`src/design/ssif_pkg.sv`:
```
// Package with format codes and shared types for the sample converter.
`timescale 1ns / 1ps
package ssif_pkg;
    localparam logic [7:0] FMT_IBM   = 8'd1;
    localparam logic [7:0] FMT_INT32 = 8'd2;
    localparam logic [7:0] FMT_INT16 = 8'd3;
    localparam logic [7:0] FMT_IEEE  = 8'd5;

    typedef enum logic [1:0] {
        OP_PASS = 2'd0,
        OP_PACK = 2'd1
    } op_t;

    // Register byte addresses.
    localparam logic [2:0] ADDR_FORMAT = 3'd0;
    localparam logic [2:0] ADDR_BE     = 3'd4;
endpackage

```
`src/design/seismic_sample_to_ieee_float_unit.sv`:
```
// Top level of the seismic sample to IEEE single converter.
`timescale 1ns / 1ps
// Usage: samples enter on sample_word with in_valid/in_stall; converted
// items leave on ieee_bits with out_valid/out_stall. An item is accepted
// on a rising edge with valid high and stall low.
// The format code and byte-order flag are written over the APB port (format_code at 0,
// big_endian at 4); the user must do so only while the block is idle (not enforced).
// Pipeline: stage 1 selects the rule, byte order and magnitude; stage 2
// finds the leading one and the scale; stage 3 shifts, rounds and packs.
// An accepted item passes the stage 1, 2 and 3 registers to out_valid;
// throughput is one item per cycle while out_stall is low.
// When out_stall is high a stage holds only if it and every later stage are full;
// in_stall rises only if all three stages hold an item; bubbles are squeezed out.
// Reset clears the valid bits and sets format_code to 1 and big_endian
// to 1 (IBM float decoding).
module seismic_sample_to_ieee_float_unit (
    input  logic        clk,
    input  logic        rst_n,
    input  logic        psel,
    input  logic        penable,
    input  logic        pwrite,
    input  logic [2:0]  paddr,
    input  logic [31:0] pwdata,
    output logic [31:0] prdata,
    output logic        pready,
    input  logic        in_valid,
    output logic        in_stall,
    input  logic [31:0] sample_word,
    output logic        out_valid,
    input  logic        out_stall,
    output logic [31:0] ieee_bits
);
    import ssif_pkg::*;

    logic [7:0]  format_reg;
    logic        be_reg;

    assign pready = 1'b1;
    always_ff @(posedge clk or negedge rst_n)
    begin
        if (!rst_n)
        begin
            format_reg <= FMT_IBM;
            be_reg     <= 1'b1;
        end
        else if (psel && penable && pwrite)
        begin
            if (paddr == ADDR_FORMAT)
            begin
                format_reg <= pwdata[7:0];
            end
            else if (paddr == ADDR_BE)
            begin
                be_reg <= pwdata[0];
            end
        end
    end

    always_comb
    begin
        prdata = 32'd0;
        if (paddr == ADDR_FORMAT)
        begin
            prdata = {24'd0, format_reg};
        end
        else if (paddr == ADDR_BE)
        begin
            prdata = {31'd0, be_reg};
        end
    end

    // Pipeline advance: each stage moves when the one after it can take.
    logic v1_reg, v2_reg, v3_reg;
    logic adv3, adv2, adv1;
    assign adv3     = !v3_reg || !out_stall;
    assign adv2     = !v2_reg || adv3;
    assign adv1     = !v1_reg || adv2;
    assign in_stall = !adv1;

    // Stage 1: rule selection and magnitude extraction.
    logic [31:0] rev_w;
    op_t         op1_next;
    logic        sign1_next;
    logic [31:0] mag1_next;
    logic signed [9:0] exp1_next;
    logic [31:0] pass1_next;
    logic [15:0] h16;
    logic [31:0] i32;

    assign rev_w = {sample_word[7:0], sample_word[15:8],
                    sample_word[23:16], sample_word[31:24]};

    always_comb
    begin
        op1_next   = OP_PASS;
        sign1_next = 1'b0;
        mag1_next  = 32'd0;
        exp1_next  = 10'sd0;
        pass1_next = rev_w;
        h16        = be_reg ? sample_word[31:16] : {sample_word[23:16], sample_word[31:24]};
        i32        = be_reg ? sample_word : rev_w;
        case (format_reg)
            FMT_IBM:
            begin
                if (be_reg)
                begin
                    op1_next   = OP_PACK;
                    sign1_next = sample_word[31];
                    mag1_next  = {8'd0, sample_word[23:0]};
                    exp1_next  = 10'(signed'({1'b0, sample_word[30:24], 2'b00}))
                                 - 10'sd280;
                end
            end
            FMT_INT32:
            begin
                op1_next   = OP_PACK;
                sign1_next = i32[31];
                mag1_next  = i32[31] ? (~i32 + 32'd1) : i32;
            end
            FMT_INT16:
            begin
                op1_next   = OP_PACK;
                sign1_next = h16[15];
                mag1_next  = h16[15] ? (32'h10000 - {16'd0, h16}) : {16'd0, h16};
            end
            FMT_IEEE:
            begin
                pass1_next = be_reg ? sample_word : rev_w;
            end
            default:
            begin
                pass1_next = rev_w;
            end
        endcase
    end

    op_t         op1_reg, op2_reg;
    logic        sign1_reg, sign2_reg;
    logic [31:0] mag1_reg, mag2_reg;
    logic signed [9:0] exp1_reg;
    logic [31:0] pass1_reg, pass2_reg;

    always_ff @(posedge clk or negedge rst_n)
    begin
        if (!rst_n)
        begin
            v1_reg <= 1'b0;
        end
        else if (adv1)
        begin
            v1_reg <= in_valid;
        end
    end

    always_ff @(posedge clk)
    begin
        if (adv1 && in_valid)
        begin
            op1_reg   <= op1_next;
            sign1_reg <= sign1_next;
            mag1_reg  <= mag1_next;
            exp1_reg  <= exp1_next;
            pass1_reg <= pass1_next;
        end
    end

    // Stage 2: leading-one position, biased exponent and shift amount.
    logic [4:0] p2_next;
    logic signed [10:0] e2_next;
    logic signed [10:0] s2_next;
    always_comb
    begin
        p2_next = 5'd0;
        for (int i = 0; i < 32; i++)
        begin
            if (mag1_reg[i])
            begin
                p2_next = 5'(i);
            end
        end
        e2_next = 11'(signed'({1'b0, p2_next})) + 11'(exp1_reg) + 11'sd127;
        s2_next = (e2_next >= 11'sd1) ? (11'(signed'({1'b0, p2_next})) - 11'sd23)
                                      : (-11'sd149 - 11'(exp1_reg));
    end

    logic signed [10:0] e2_reg, s2_reg;
    always_ff @(posedge clk or negedge rst_n)
    begin
        if (!rst_n)
        begin
            v2_reg <= 1'b0;
        end
        else if (adv2)
        begin
            v2_reg <= v1_reg;
        end
    end

    always_ff @(posedge clk)
    begin
        if (adv2 && v1_reg)
        begin
            op2_reg   <= op1_reg;
            sign2_reg <= sign1_reg;
            mag2_reg  <= mag1_reg;
            pass2_reg <= pass1_reg;
            e2_reg    <= e2_next;
            s2_reg    <= s2_next;
        end
    end

    // Stage 3: shift, round to nearest even, pack.
    logic [31:0] r3_next;
    logic [32:0] m3;
    logic [31:0] remv, halfv, maskv;
    logic [5:0]  sh;
    logic signed [10:0] e3;
    always_comb
    begin
        m3    = 33'd0;
        remv  = 32'd0;
        halfv = 32'd0;
        maskv = 32'd0;
        sh    = 6'd0;
        e3    = e2_reg;
        if (s2_reg <= 11'sd0)
        begin
            // Left shift never exceeds 23 for a nonzero magnitude.
            sh = 6'(-s2_reg);
            m3 = 33'({1'b0, mag2_reg} << sh);
        end
        else if (s2_reg >= 11'sd33)
        begin
            m3 = 33'd0;
        end
        else
        begin
            sh    = 6'(s2_reg);
            maskv = (32'd1 << sh) - 32'd1;
            remv  = mag2_reg & maskv;
            halfv = 32'd1 << (sh - 6'd1);
            m3    = {1'b0, mag2_reg >> sh};
            if (remv > halfv || (remv == halfv && m3[0]))
            begin
                m3 = m3 + 33'd1;
            end
        end
        r3_next = {sign2_reg, 31'd0};
        if (op2_reg == OP_PASS)
        begin
            r3_next = pass2_reg;
        end
        else if (mag2_reg != 32'd0)
        begin
            if (e2_reg >= 11'sd1)
            begin
                if (m3[24])
                begin
                    m3 = m3 >> 1;
                    e3 = e2_reg + 11'sd1;
                end
                if (e3 >= 11'sd255)
                begin
                    r3_next = {sign2_reg, 8'hff, 23'd0};
                end
                else
                begin
                    r3_next = {sign2_reg, e3[7:0], m3[22:0]};
                end
            end
            else
            begin
                r3_next = {sign2_reg, m3[30:0]};
            end
        end
    end

    logic [31:0] r3_reg;
    always_ff @(posedge clk or negedge rst_n)
    begin
        if (!rst_n)
        begin
            v3_reg <= 1'b0;
        end
        else if (adv3)
        begin
            v3_reg <= v2_reg;
        end
    end

    always_ff @(posedge clk)
    begin
        if (adv3 && v2_reg)
        begin
            r3_reg <= r3_next;
        end
    end

    assign out_valid = v3_reg;
    assign ieee_bits = r3_reg;

    // A stalled result must hold until it is taken.
    a_hold: assert property (@(posedge clk) disable iff (!rst_n)
        out_valid && out_stall |=> out_valid && $stable(ieee_bits))
        else $error("result changed under stall");
    // Input is stalled only when the pipeline is full.
    a_full: assert property (@(posedge clk) disable iff (!rst_n)
        in_stall |-> v1_reg && v2_reg && v3_reg && out_stall)
        else $error("input stalled with room in pipeline");
    // An accepted item reaches the output stage through stages 1 to 3 when out_stall stays low.
    a_lat: assert property (@(posedge clk) disable iff (!rst_n)
        in_valid && !in_stall ##1 !out_stall ##1 !out_stall |=> out_valid)
        else $error("item lost in pipeline");
endmodule
```
`config.mk`:
```
export PLATFORM = sky130hd
export DESIGN_NAME = seismic_sample_to_ieee_float_unit
export DESIGN_NICKNAME = d
export VERILOG_FILES = /design/src/design/ssif_pkg.sv /design/src/design/seismic_sample_to_ieee_float_unit.sv
export SDC_FILE = /design/constraint.sdc
export NUM_CORES = 1
export LEC_CHECK = 0
export BUFFER_PORTS_ARGS = -buffer_cell sky130_fd_sc_hd__buf_2
export CAP_MARGIN = 10
export CORE_MARGIN = 5
export CORE_UTILIZATION = 30
export CTS_CLUSTER_DIAMETER = 30
export DETAILED_ROUTE_END_ITERATION = 8
export PLACE_DENSITY = 0.48
export SLEW_MARGIN = 10
export SYNTH_ARGS = -nofsm -noshare
export SYNTH_HDL_FRONTEND = slang
export SYNTH_SLANG_ARGS = --single-unit
export TNS_END_PERCENT = 30
```
`constraint.sdc`:
```
create_clock -name clk -period 7.4 [get_ports clk]
set_input_delay 0 -clock clk [delete_from_list [all_inputs] [get_ports clk]]
set_output_delay 0 -clock clk [all_outputs]
set_load 0.03 [all_outputs]
```
# == Word level (Yosys, flattened, before mapping) ==
# Cells that the tools add are included.
# word_totals
regBits,210
latch_bits,0
ram_bits,0
romBits,0
word_cells,127
n_memories,0
# classes
addsub,12
n_mul,0
div,0
magnitude_cmp,6
eq_ne,6
shift,4
mux,57
bitwise,3
reduce_logical,22
# ops
operator,count
31-bit two-way mux,6
32-bit two-way mux,5
5-bit two-way mux,30
32-bit case mux with 3 select lines,1
"1-bit by 6-bit << shifter with 32-bit output, first input constant",2
11-bit two-way mux,5
"32-bit by 1-bit adder with 32-bit output, second input constant",1
32-bit bitwise AND,1
32-bit == test,1
32-bit greater-than comparator,1
32-bit inverter,1
32-bit nonzero test,1
32-bit by 6-bit << shifter with 31-bit output,1
32-bit by 6-bit >> shifter with 31-bit output,1
"32-bit by 1-bit subtractor with 32-bit output, second input constant",1
"31-bit by 1-bit adder with 31-bit output, second input constant",1
24-bit two-way mux,1
23-bit two-way mux,1
"11-bit by 2-bit greater-or-equal comparator with 1-bit output, second input constant",2
"17-bit by 16-bit subtractor with 18-bit output, first input constant",1
"8-bit by 2-bit == test with 1-bit output, second input constant",2
16-bit two-way mux,1
"11-bit by 2-bit adder with 11-bit output, second input constant",1
"11-bit by 8-bit adder with 11-bit output, second input constant",1
other kinds (25),41

# == Longest topological paths before layout ==
# Gate-level depths: netlist of run 1.
# logic_depth
depth_word,35
depth_mapped,34

# == Worst setup path after synthesis of run 1 ==
# Ideal clock, no wire load.
# synth_timing
kind,register to register
from,reg s2_reg[1]
to,"reg r3_reg[16], in the netlist ieee_bits[16] (data pin)"
t_arrival_ns,6.650
required_ns,7.143
setup_slack_ns,0.493
stages_incl_launch_ff,33
period_less_slack_ns,6.907
cell_sequence,edfxtp_1 -> buf_2 -> inv_1 -> buf_2 -> buf_2 -> ha_1 -> ha_1 -> clkbuf_1 -> clkbuf_1 -> nand2_1 -> ha_1 -> o21a_1 -> a21boi_0 -> o21ai_0 -> o21bai_1 -> or2_2 -> nor2_1 -> nor3_1 -> o21a_1 -> ha_1 -> nand4_1 -> nor4_1 -> nand2_1 -> or4_1 -> o211a_1 -> a21oi_1 -> nor2_1 -> and2_4 -> or3_1 -> a311oi_4 -> a31o_2 -> buf_6 -> o2bb2ai_1
# synth_via
elab_chain_cells,18
elab_cells_between_ends,28
classes_between,add/sub (4); order compare (4); eq/ne (1); shift (4); mux (12); bitwise (1); reduce/logical (2)
# synth_rtl
element,line_no,text
from (decl),seismic_sample_to_ieee_float_unit.sv:186,"logic signed [10:0] e2_reg, s2_reg;"
from (signal assigned),seismic_sample_to_ieee_float_unit.sv:208,s2_reg <= s2_next;
branches (longest 8 deep; another with 32-bit by 1-bit subtractor with 32-bit output),-,
31-bit two-way mux (*),seismic_sample_to_ieee_float_unit.sv:226,if (s2_reg <= 11'sd0)
11-bit two-way mux,seismic_sample_to_ieee_float_unit.sv:257,if (m3[24])
11-bit two-way mux,seismic_sample_to_ieee_float_unit.sv:255,if (e2_reg >= 11'sd1)
11-bit two-way mux,seismic_sample_to_ieee_float_unit.sv:253,else if (mag2_reg != 32'd0)
11-bit two-way mux,seismic_sample_to_ieee_float_unit.sv:249,if (op2_reg == OP_PASS)
11-bit by 9-bit greater-or-equal comparator with 1-bit output,seismic_sample_to_ieee_float_unit.sv:262,if (e3 >= 11'sd255)
31-bit two-way mux,seismic_sample_to_ieee_float_unit.sv:262,
31-bit two-way mux (*),seismic_sample_to_ieee_float_unit.sv:255,
31-bit two-way mux (*),seismic_sample_to_ieee_float_unit.sv:253,
32-bit two-way mux (*),seismic_sample_to_ieee_float_unit.sv:249,
named net r3_next[16],seismic_sample_to_ieee_float_unit.sv:213,logic [31:0] r3_next;
to (signal assigned),seismic_sample_to_ieee_float_unit.sv:295,r3_reg <= r3_next;
to (decl),seismic_sample_to_ieee_float_unit.sv:278,logic [31:0] r3_reg;
# Mark *: on every way through the listed nets, which the timed path passes. The select of a mux whose other input is x is not followed.
# A chain may end at the register's enable or synchronous reset.

# == Worst setup path in the final report of run 1 ==
# layout_timing
from,reg s2_reg[0]
to,"reg r3_reg[9], in the netlist ieee_bits[9] (data pin)"
# Same word-level chain as after synthesis.

==> results of run 1 <==
-- power by group --
| group | leakage [nW] | internal (mW) | switching, mW |
|---|---|---|---|
| Sequential | 2.05 | 1.44 | 0.201 |
| Clock | 0.735 | 1.31 | 0.651 |
| Combinational | 5.02 | 0.724 | 1.21 |
-- worst min-delay path by stage --
stage | endpoint | slack, ps | cells past startpoint
6_report | exp1_reg[6] | 30 | 3
2_1_floorplan | format_reg[1] | -300 | 0
4_1_cts | mag1_reg[12] | 10 | 3
5_1_grt | pass1_reg[19] | 40 | 2
3_5_place_dp | format_reg[5] | -100 | 1
3_3_place_gp | format_reg[4] | -100 | 1
-- metal layers --
| metal | share of wire, % | wire length (um) | track usage (%) | vias up |
|---|---|---|---|---|
| met2 | 45 | 31900 | 31.7 | 797 |
| met1 | 44 | 31300 | 28.3 | 8121 |
| li1 | - | - | - | 7504 |
| met4 | 3.8 | 2670 | 7.52 | 0 |
| met3 | 7.1 | 5030 | 3.31 | 174 |
| met5 | 0 | 0 | 0 | - |
-- cell usage after synthesis (6+ instances only) --
library cell,count,share of area (%)
buf_2,14,0.38
and2_1,29,0.99
buf_1,18,0.37
a31oi_1,8,0.27
a22oi_1,10,0.41
o21a_1,11,0.45
o22ai_1,21,0.72
nand2_1,208,4.2
xor2_1,44,2.1
a32oi_1,8,0.38
mux2_2,67,4.1
nor2_1,156,3.2
mux2i_1,98,5.3
or2_2,13,0.44
or3_1,8,0.27
a211oi_1,11,0.45
o21ai_0,116,3.2
ha_1,64,4.4
nor2b_1,33,1.1
and3_1,17,0.58
mux4_1,16,2.3
o2bb2ai_1,25,1.2
inv_1,44,0.90
edfxtp_1,194,32
nor4_1,29,0.99
a21oi_1,134,3.7
o211ai_1,13,0.53
a32o_1,6,0.33
mux4_2,38,4.7
o31ai_1,9,0.37
nand4_1,19,0.65
a22o_1,10,0.48
buf_4,28,1.1
nor3b_1,6,0.25
a21boi_0,14,0.57
dfrtp_1,10,1.4
nand3_1,54,1.5
buf_6,15,0.92
clkbuf_1,81,1.7
nand2b_1,16,0.54
xnor2_1,63,3.0
nor3_1,58,1.6
o21bai_1,8,0.33
a21o_1,9,0.37
-- timing repair --
action,4_1_cts,5_1_grt
hold endpoints to repair,72,0
hold buffers,44,0
resized for setup,0,9
setup buffers,0,0
endpoints found under the setup margin,0,23
-- through the flow --
stage / utilization, % / setup WS [ps]
final: 35.4 / 435
after global routing: 35.4 / 38.5
after detailed placement: 32.1 / 392
after floorplan: - / 493
after CTS: 35.3 / 328
after global placement: 32.1 / 513
-- cell type report --
type	instances	area, sq um	area share [%]
Multi-Input combinational cell	1562	11300	52.9
Sequential cell	206	6130	28.6
Timing Repair Buffer	188	1290	6.05
Clock buffer	47	1110	5.20
Tap cell	782	978	4.57
Clock inverter	33	384	1.80
Inverter	47	176	0.825
-- cells by family after synthesis --
group	synth area share [%]
buffers and inverters	6.02
XOR/XNOR	5.10
other	0.0409
AND/OR/NAND/NOR	17.8
flip-flops	33.4
multiplexers	16.5
AO/OA/AOI/OAI	16.7
adder cells (fa/ha/maj)	4.47
-- cell usage in the layout (no fill, tap or decap), types with 33 or more instances in the layout --
cell             n
nand2_1        208
edfxtp_1       194
nor2_1         155
a21oi_1        134
o21ai_0        116
mux2i_1         97
buf_2           91
mux2_2          67
ha_1            64
xnor2_1         61
nor3_1          56
nand3_1         54
buf_4           53
xor2_1          44
inv_1           44
clkbuf_16       44
dlygate4sd3_1   44
mux4_2          38
nor2b_1         33
-- critical path, stage by stage, from the launching register on --
cell	delay, ps
edfxtp_1	440
clkinv_1	120
ha_1	280
ha_1	220
nand2b_1	220
nor3_2	200
o21a_1	150
a21boi_1	220
o21ai_0	140
o21bai_1	240
or2_2	350
nor2_1	100
nor3_1	60
o21a_1	190
ha_1	320
nand4_1	230
nor4_2	320
nand2_1	140
or4_1	470
o211a_4	210
a21oi_1	160
nor2_1	110
and2_4	230
or3_1	420
a311oi_4	580
a31oi_2	260
a22o_1	310
==> impl_metrics.tcl, run 1 <==
set metrics [dict create \
    diodes 0 \
    path_clk_slew_ps 50 \
    reg2reg_slack_ps 440 \
    grt_pass1_wl_mm 104 \
    start_kind "flop" \
    placed_area_sq_um 19400 \
    synth_ff_type "edfxtp_1" \
    place_congestion 0.992 \
    numCtsBuffers 44 \
    min_from "sample_word[28]" \
    grt_pass1_vias 16000 \
    area_growth_pct 16.4 \
    maxSlewViolCount 0 \
    worst_ep_arrival_time_ps 7240 \
    tightest_slew_ps 1410 \
    hold_violations 0 \
    ys_types 95 \
    netlist_area_sq_um 18400 \
    cp_data_required_time_ps 7680 \
    grt_antenna_before_repair 2 \
    via_count 16600 \
    p_leak_nw 7.81 \
    drt-vias-per-instance 5.79 \
    crit_path_start "s2_reg[0]" \
    io_buffers 91 \
    p_per_area_nw_per_um2 259 \
    worstSetupEndpointType "flop" \
    yosys_warnings 0 \
    setup_viol 0 \
    drive_gt1_share_pct 17.8 \
    tritoncts "yes" \
    final_antenna_net_count 0 \
    skew_ps 25.5 \
    initial_core_util_pct 30.4 \
    die_h_um 257 \
    reg2reg_to "ieee_bits[9]" \
    fp.dieW_um 257 \
    dr.pass1.iters 5 \
    drc_errors 0 \
    worstSetupPathType "flop to flop" \
    fp.coreArea_sq_um 60500 \
    clock_sinks 206 \
    r2r_cells 26 \
    ys_seq_area_share_pct 33.4 \
    dp_hpwl_mm 52.2 \
    synth-edff-count 194 \
    dieArea_sq_um 66300 \
    cts_root_buffer "clkbuf_16" \
    layout_min_cycle_time_ps 6960 \
    fin_crit_sh_pct 94.1 \
    htreeDepth 2 \
    rsz0062_at_grt "false" \
    wl_per_cell_um 24.7 \
    ir_drop_uv 176 \
    grt_max_degree 75 \
    async_reset_ff_share_pct 5.83 \
    final_cell_count_no_fill 2865 \
    fillers 6054 \
    wl_mm 70.9 \
    grt_usage_pct 20.2 \
    power_mw 5.53 \
    setup_tns_ps 0 \
    r2r_start "s2_reg[0]" \
    max_freq_ghz 0.144 \
    status "finished, final reports clean" \
    max_slew_margin_pct 4.68 \
    maxCapViolCount 0 \
    placed_cells 2740 \
    hold_class "primary input to flop" \
    worstSkewPairLatency_ps 540 \
    synth_seq_cells 206 \
    postSynthAreaPerCell_sq_um 9.40 \
    drt_iter0_drc 1987 \
    synth_cells 1955 \
    final_nets 2188 \
    rows 90 \
    holdWs_ps 31.2 \
    clockBufferDepth 3 \
    grt.overflow.total 0 \
    ios 141 \
    design_area_sq_um 21400 \
    endpoint "ieee_bits[9]" \
    worst-path-max-fanout 13 \
]
Power figures use the tool's default switching activity.
==> inputs of run 2 (changes only) <==
Settings changed: ABC_AREA from default to 1.
==> run 2 against run 1 <==
  * Routed wire length is 3.7% lower
  * Count of clock-buffer cells in the layout rose by 2
  * Non-clock buffer count grew 45
  * Via count is 9.4% higher
  * Register-to-register slack improved by 230 ps
  * Setup slack gained 230 ps
  * Die area fell by 2.9%
  * Final area is 0.74% higher
  * Sequential power down 7%
  * Sequential cell count stayed put
  * First-iteration DRC count decreased by 32%
==> impl_metrics.tcl, run 2 <==
set metrics [dict create \
    p_leak_nw 9.54 \
    synth-edff-count 194 \
    clockBufferDepth 3 \
    design_area_sq_um 21600 \
    path_clk_slew_ps 50 \
    worstSkewPairLatency_ps 530 \
    synth.most_common_cell "nand2_1" \
    clock_sinks 206 \
    power_frac_comb_pct 34.0 \
    drive_gt1_share_pct 12.8 \
    cts_root_buffer "clkbuf_16" \
    ys_seq_area_share_pct 34.4 \
    worstSetupEndpointType "flop" \
    worst_ep_arrival_time_ps 6990 \
    tightest_slew_ps 1070 \
    grt_pass1_wl_mm 103 \
    max_slew_margin_pct 28.6 \
    dieArea_sq_um 64400 \
    dp_hpwl_mm 54.4 \
    fp.coreArea_sq_um 58900 \
    numCtsBuffers 46 \
    holdWs_ps 7.06 \
    final_antenna_net_count 0 \
    async_reset_ff_share_pct 5.83 \
    switchingPower_mw 2.05 \
    wl_met1_mm 30.8 \
    ys_top_cells_by_area "edfxtp_1, nand2_1, inv_1, o21ai_0, nor2_1" \
    sequentialPowerShare_pct 27.5 \
    synth_ff_type "edfxtp_1" \
    clkPwrFrac_pct 38.5 \
    mostFrequentLayoutCells "nand2_1, inv_1, nor2_1" \
    drc_errors 0 \
    htreeDepth 2 \
    reg2reg_to "ieee_bits[3]" \
    synth_common_cells "nand2_1, inv_1, nor2_1, o21ai_0, edfxtp_1" \
    final_common_cell "nand2_1" \
    synth_top_area_share_pct 32.7 \
    dp_slack_ps 466 \
    hold_violations 0 \
    rows 89 \
    grt_max_degree 75 \
    via_count 18200 \
    dr_wl_met3_mm 3.04 \
    worst-path-max-fanout 21 \
    netlist_area_sq_um 17800 \
    layout_min_cycle_time_ps 6730 \
    dr.pass1.iters 7 \
    yosys_warnings 0 \
    yosysTopAreaCell "edfxtp_1" \
    synth_cells 2590 \
    dr_wl_met2_mm 32.6 \
    skew_ps 19.6 \
    area_growth_pct 21.0 \
    initial_core_util_pct 30.2 \
    ys_types 68 \
    grt_usage_pct 20.5 \
    diodes 0 \
    top_layer "met4" \
    endpoint "ieee_bits[3]" \
    place_congestion 0.936 \
    rsz0062_at_grt "false" \
    switching_share_pct 37.1 \
    p_int_mw 3.48 \
    wl_per_cell_um 19.1 \
    ir_drop_uv 175 \
    r2r_start "s2_reg[1]" \
    critical_path.max_stage_delay_ps 400 \
    grt.overflow.total 0 \
    setup_tns_ps 0 \
    hold_class "primary input to flop" \
    maxCapViolCount 0 \
    ios 141 \
    status "finished, final reports clean" \
    drt-vias-per-instance 5.07 \
    fillers 6261 \
    fin_crit_sh_pct 91.0 \
    worstSetupPathType "flop to flop" \
    cp_slowest_cell "edfxtp_1" \
    wl_mm 68.3 \
    io_buffers 91 \
    setup_viol 0 \
    worst_slack_ps 668 \
    max_freq_ghz 0.149 \
    die_h_um 254 \
    fp.dieW_um 254 \
    drt_iter0_drc 1350 \
    maxSlewViolCount 0 \
    crit_path_frequent_cell "nand2_1" \
    cp_data_required_time_ps 7660 \
    grt_pass1_vias 17200 \
    p_per_area_nw_per_um2 257 \
    r2r_cells 49 \
    postSynthAreaPerCell_sq_um 6.88 \
    synth_seq_cells 206 \
    tritoncts "yes" \
    grt_antenna_before_repair 0 \
    final_nets 2909 \
    crit_path_start "s2_reg[1]" \
    start_kind "flop" \
    reg2reg_slack_ps 670 \
    placed_area_sq_um 19400 \
]
==> run 2: cell families after synthesis <==
group                    after synthesis  synth area share (%)
AND/OR/NAND/NOR                     1268                  30.6
buffers and inverters                462                  10.9
flip-flops                           206                  34.4
adder cells (fa/ha/maj)               65                  4.61
XOR/XNOR                              41                  2.06
other                                  2                0.0422
multiplexers                          11                 0.625
AO/OA/AOI/OAI                        535                  16.8
==> run 2: cell type report <==
type                       instances  area (sq um)  area share (%)
clock inverter                    35           484            2.25
multi-input combinational       1945          9900            45.9
inverter                         338          1270            5.90
sequential                       206          6130            28.4
timing repair buffer             233          1640            7.61
tap                              773           967            4.49
clock buffer                      49          1160            5.39
==> run 2: power groups by stage <==
stage | clock network [mW] | registers [mW] | logic, mW
after floorplan | 0 | 1.54 | 1.20
after detailed placement | 0 | 1.54 | 1.82
after global placement | 0 | 1.54 | 1.81
final | 2.13 | 1.52 | 1.88
after CTS | 2.16 | 1.52 | 1.85
after global routing | 2.23 | 1.53 | 2.08
==> run 2: metal layers <==
| layer | vias to the layer above | GRT usage, % |
|---|---|---|
| li1 | 9004 | - |
| met4 | 0 | 5.74 |
| met2 | 559 | 34.9 |
| met3 | 95 | 1.87 |
| met1 | 8502 | 28.1 |
| met5 | - | 0 |
==> run 2: per-stage QoR <==
| step | utilization (%) | std cells | total power, mW |
|---|---|---|---|
| 5_1_grt | 36.6 | 3579 | 5.84 |
| 3_3_place_gp | 32.9 | 3443 | 3.35 |
| 2_1_floorplan | - | 2613 | 2.74 |
| 4_1_cts | 36.5 | 3574 | 5.53 |
| 6_report | 36.6 | 3579 | 5.53 |
| 3_5_place_dp | 32.9 | 3443 | 3.36 |
==> run 2: timing repair <==
item / CTS / global route
setup endpoints to repair: 0 / 31
setup buffers: 0 / 5
gates resized for setup: 0 / 9
hold buffers: 47 / 0
hold endpoints to repair: 67 / 0
==> run 2: how the worst min path moves through the flow <==
stage | startpoint | cells past startpoint | endpoint | slack (ps)
CTS | sample_word[12] | 3 | pass1_reg[20] | 3
global route | sample_word[12] | 3 | pass1_reg[20] | 10
global placement | rst_n | 1 | format_reg[2] | -100
floorplan | rst_n | 0 | format_reg[1] | -300
finish | sample_word[12] | 3 | pass1_reg[20] | 7
detailed placement | rst_n | 1 | v2_reg | -100
==> run 2: worst max-delay path: cells and delay by family, from the launching register on <==
family,cells,cell delay [ps]
simple gates,36,4160
buf+inv,10,1280
fa+ha+maj,2,500
flops,1,400
compound gates,1,110
==> inputs of run 3 (changes only) <==
Settings changed: PLACE_DENSITY 0.48 to 0.47.
Clock period 7.4 ns to 7.91 ns, I/O delays scaled along.
==> run 3 against run 2 <==
  * Worst hold slack improved by 18 ps
  * Critical path depth decreased by 1
  * Utilization is 0.99 points lower
  * Sequential cell count unchanged
  * Global-route usage decreased by 0.65 points
  * Total power is 10% lower
  * Combinational power shrank 10%
  * Register-to-register slack better by 60 ps
  * Cell count down 1.7%
  * First-iteration DRC count rose by 31%
  * Critical endpoint is now ieee_bits[7]
  * Highest routed layer unchanged
==> impl_metrics.tcl, run 3 (same netlist as run 2, synthesis figures left out) <==
set metrics [dict create \
    layout_min_cycle_time_ps 7180 \
    multi_input_area_sq_um 9880 \
    grt_max_degree 75 \
    wl_per_cell_um 19.0 \
    place_congestion 0.980 \
    drt_iter0_drc 1766 \
    wl_mm 66.7 \
    worstSetupEndpointType "flop" \
    tritoncts "yes" \
    grt_pass1_vias 16900 \
    maxSlewViolCount 0 \
    dr.pass1.iters 5 \
    worst-path-max-fanout 14 \
    cp_data_required_time_ps 8180 \
    cp_slowest_cell "edfxtp_1" \
    rows 89 \
    diodes 0 \
    fp.coreArea_sq_um 58900 \
    grt.overflow.total 0 \
    r2r_cells 48 \
    mostFrequentLayoutCells "nand2_1, inv_1, nor2_1" \
    final_nets 2849 \
    grt_usage_pct 19.9 \
    initial_core_util_pct 30.2 \
    reg2reg_slack_ps 730 \
    die_h_um 254 \
    fin_crit_sh_pct 90.8 \
    maxCapViolCount 0 \
    crit_path_frequent_cell "nand2_1" \
    cts_root_buffer "clkbuf_16" \
    max_freq_ghz 0.139 \
    reg2reg_to "ieee_bits[7]" \
    start_kind "flop" \
    worstSetupPathType "flop to flop" \
    hold_class "primary input to flop" \
    fp.dieW_um 254 \
    p_per_area_nw_per_um2 236 \
    grt_antenna_before_repair 0 \
    drive_gt1_share_pct 10.4 \
    setup_viol 0 \
    dp_hpwl_mm 53.7 \
    whs_endpoint "exp1_reg[7]" \
    via_count 18000 \
    worst_ep_arrival_time_ps 7450 \
    skew_ps 16.6 \
    max_slew_margin_pct 25.7 \
    critical_path.max_stage_delay_ps 410 \
    path_clk_slew_ps 40 \
    seq_area_sq_um 6130 \
    hold_violations 0 \
    clock_sinks 206 \
    grt_pass1_wl_mm 99.7 \
    r2r_start "s2_reg[0]" \
    numCtsBuffers 46 \
    holdPathStages 3 \
    final_common_cell "nand2_1" \
    final_cell_count_no_fill 3519 \
    final_antenna_net_count 0 \
    status "finished, final reports clean" \
    ir_drop_uv 167 \
    fillers 6298 \
    clockBufferDepth 3 \
    io_buffers 91 \
    placed_cells 3388 \
    htreeDepth 2 \
    drc_errors 0 \
    worstSkewPairLatency_ps 530 \
    dieArea_sq_um 64400 \
    tightest_slew_ps 1110 \
    drt-vias-per-instance 5.10 \
    ios 141 \
    min_from "sample_word[28]" \
    final_util_pct 35.6 \
    area_growth_pct 17.7 \
    p_leak_nw 9.23 \
]
run 3: cell count changes in the layout (fill, tap and decap cells not counted), sizes merged:
cell / before / now
dlygate4sd3: 47 / 46
clkinvlp: 9 / 3
clkinv: 18 / 23
buf: 186 / 127
bufinv: 10 / 6
inv: 336 / 337
clkbuf: 49 / 53
run 3: through the flow:
stage / setup TNS (ps) / area, sq um / setup WS (ps) / total power, mW / hold WS (ps)
after detailed placement: 0 / 18900 / 637 / 3.08 / -95.0
after floorplan: 0 / 17900 / 1420 / 2.57 / -296
after global routing: -41.2 / 21000 / -14.2 / 5.23 / 2.54
after CTS: 0 / 20900 / 622 / 4.96 / 8.59
after global placement: 0 / 18900 / 756 / 3.08 / -97.7
final: 0 / 21000 / 731 / 4.96 / 24.6
run 3: repair_timing:
| item | CTS | global route |
|---|---|---|
| hold buffers | 46 | 0 |
| endpoints found under the hold margin | 68 | 0 |
| resized for setup | 0 | 3 |
| setup endpoints to repair | 0 | 17 |
| buffers inserted | 0 | 1 |
run 3: worst max-delay path, delay by kind of cell, from the launching register on:
family                     cells  cell delay [ps]
adders and majority gates      4              910
buffers and inverters         10             1080
DFF                            1              410
xor gates and xnor gates       1              290
and+or+nand+nor               32             4030
AOI/OAI and AO/OA              1              170
run 3: layout make-up:
type | instances | share of cell area (%)
multi-input cells | 1945 | 47.1
flip-flops and latches | 206 | 29.2
repair buffers | 173 | 5.66
well taps | 773 | 4.61
clock buffers | 53 | 5.72
inverters | 338 | 6.06
clock inverters | 31 | 1.60
run 3: how the worst max path moves through the flow:
stage,start,end,slack (ps),cells past startpoint
floorplan,s2_reg[0],ieee_bits[16],1420,50
global placement,s2_reg[0],ieee_bits[10],760,52
detailed placement,s2_reg[2],ieee_bits[7],640,51
CTS,s2_reg[2],ieee_bits[7],620,51
global route,s2_reg[0],ieee_bits[9],-10,52
finish,s2_reg[0],ieee_bits[7],730,48
run 3: metal layers:
| metal | track usage, % | routed length, um | vias up |
|---|---|---|---|
| li1 | - | - | 8888 |
| met1 | 26.8 | 29500 | 8331 |
| met2 | 33.0 | 31100 | 635 |
| met3 | 2.44 | 3740 | 110 |
| met4 | 7.13 | 2390 | 0 |
| met5 | 0 | 0 | - |
run 3: power breakdown:
part	switching [mW]	leakage, nW	internal (mW)
Sequential	0.0859	2.04	1.34
Clock	0.573	0.738	1.27
Combinational	1.21	6.45	0.474
Total	1.87	9.23	3.08
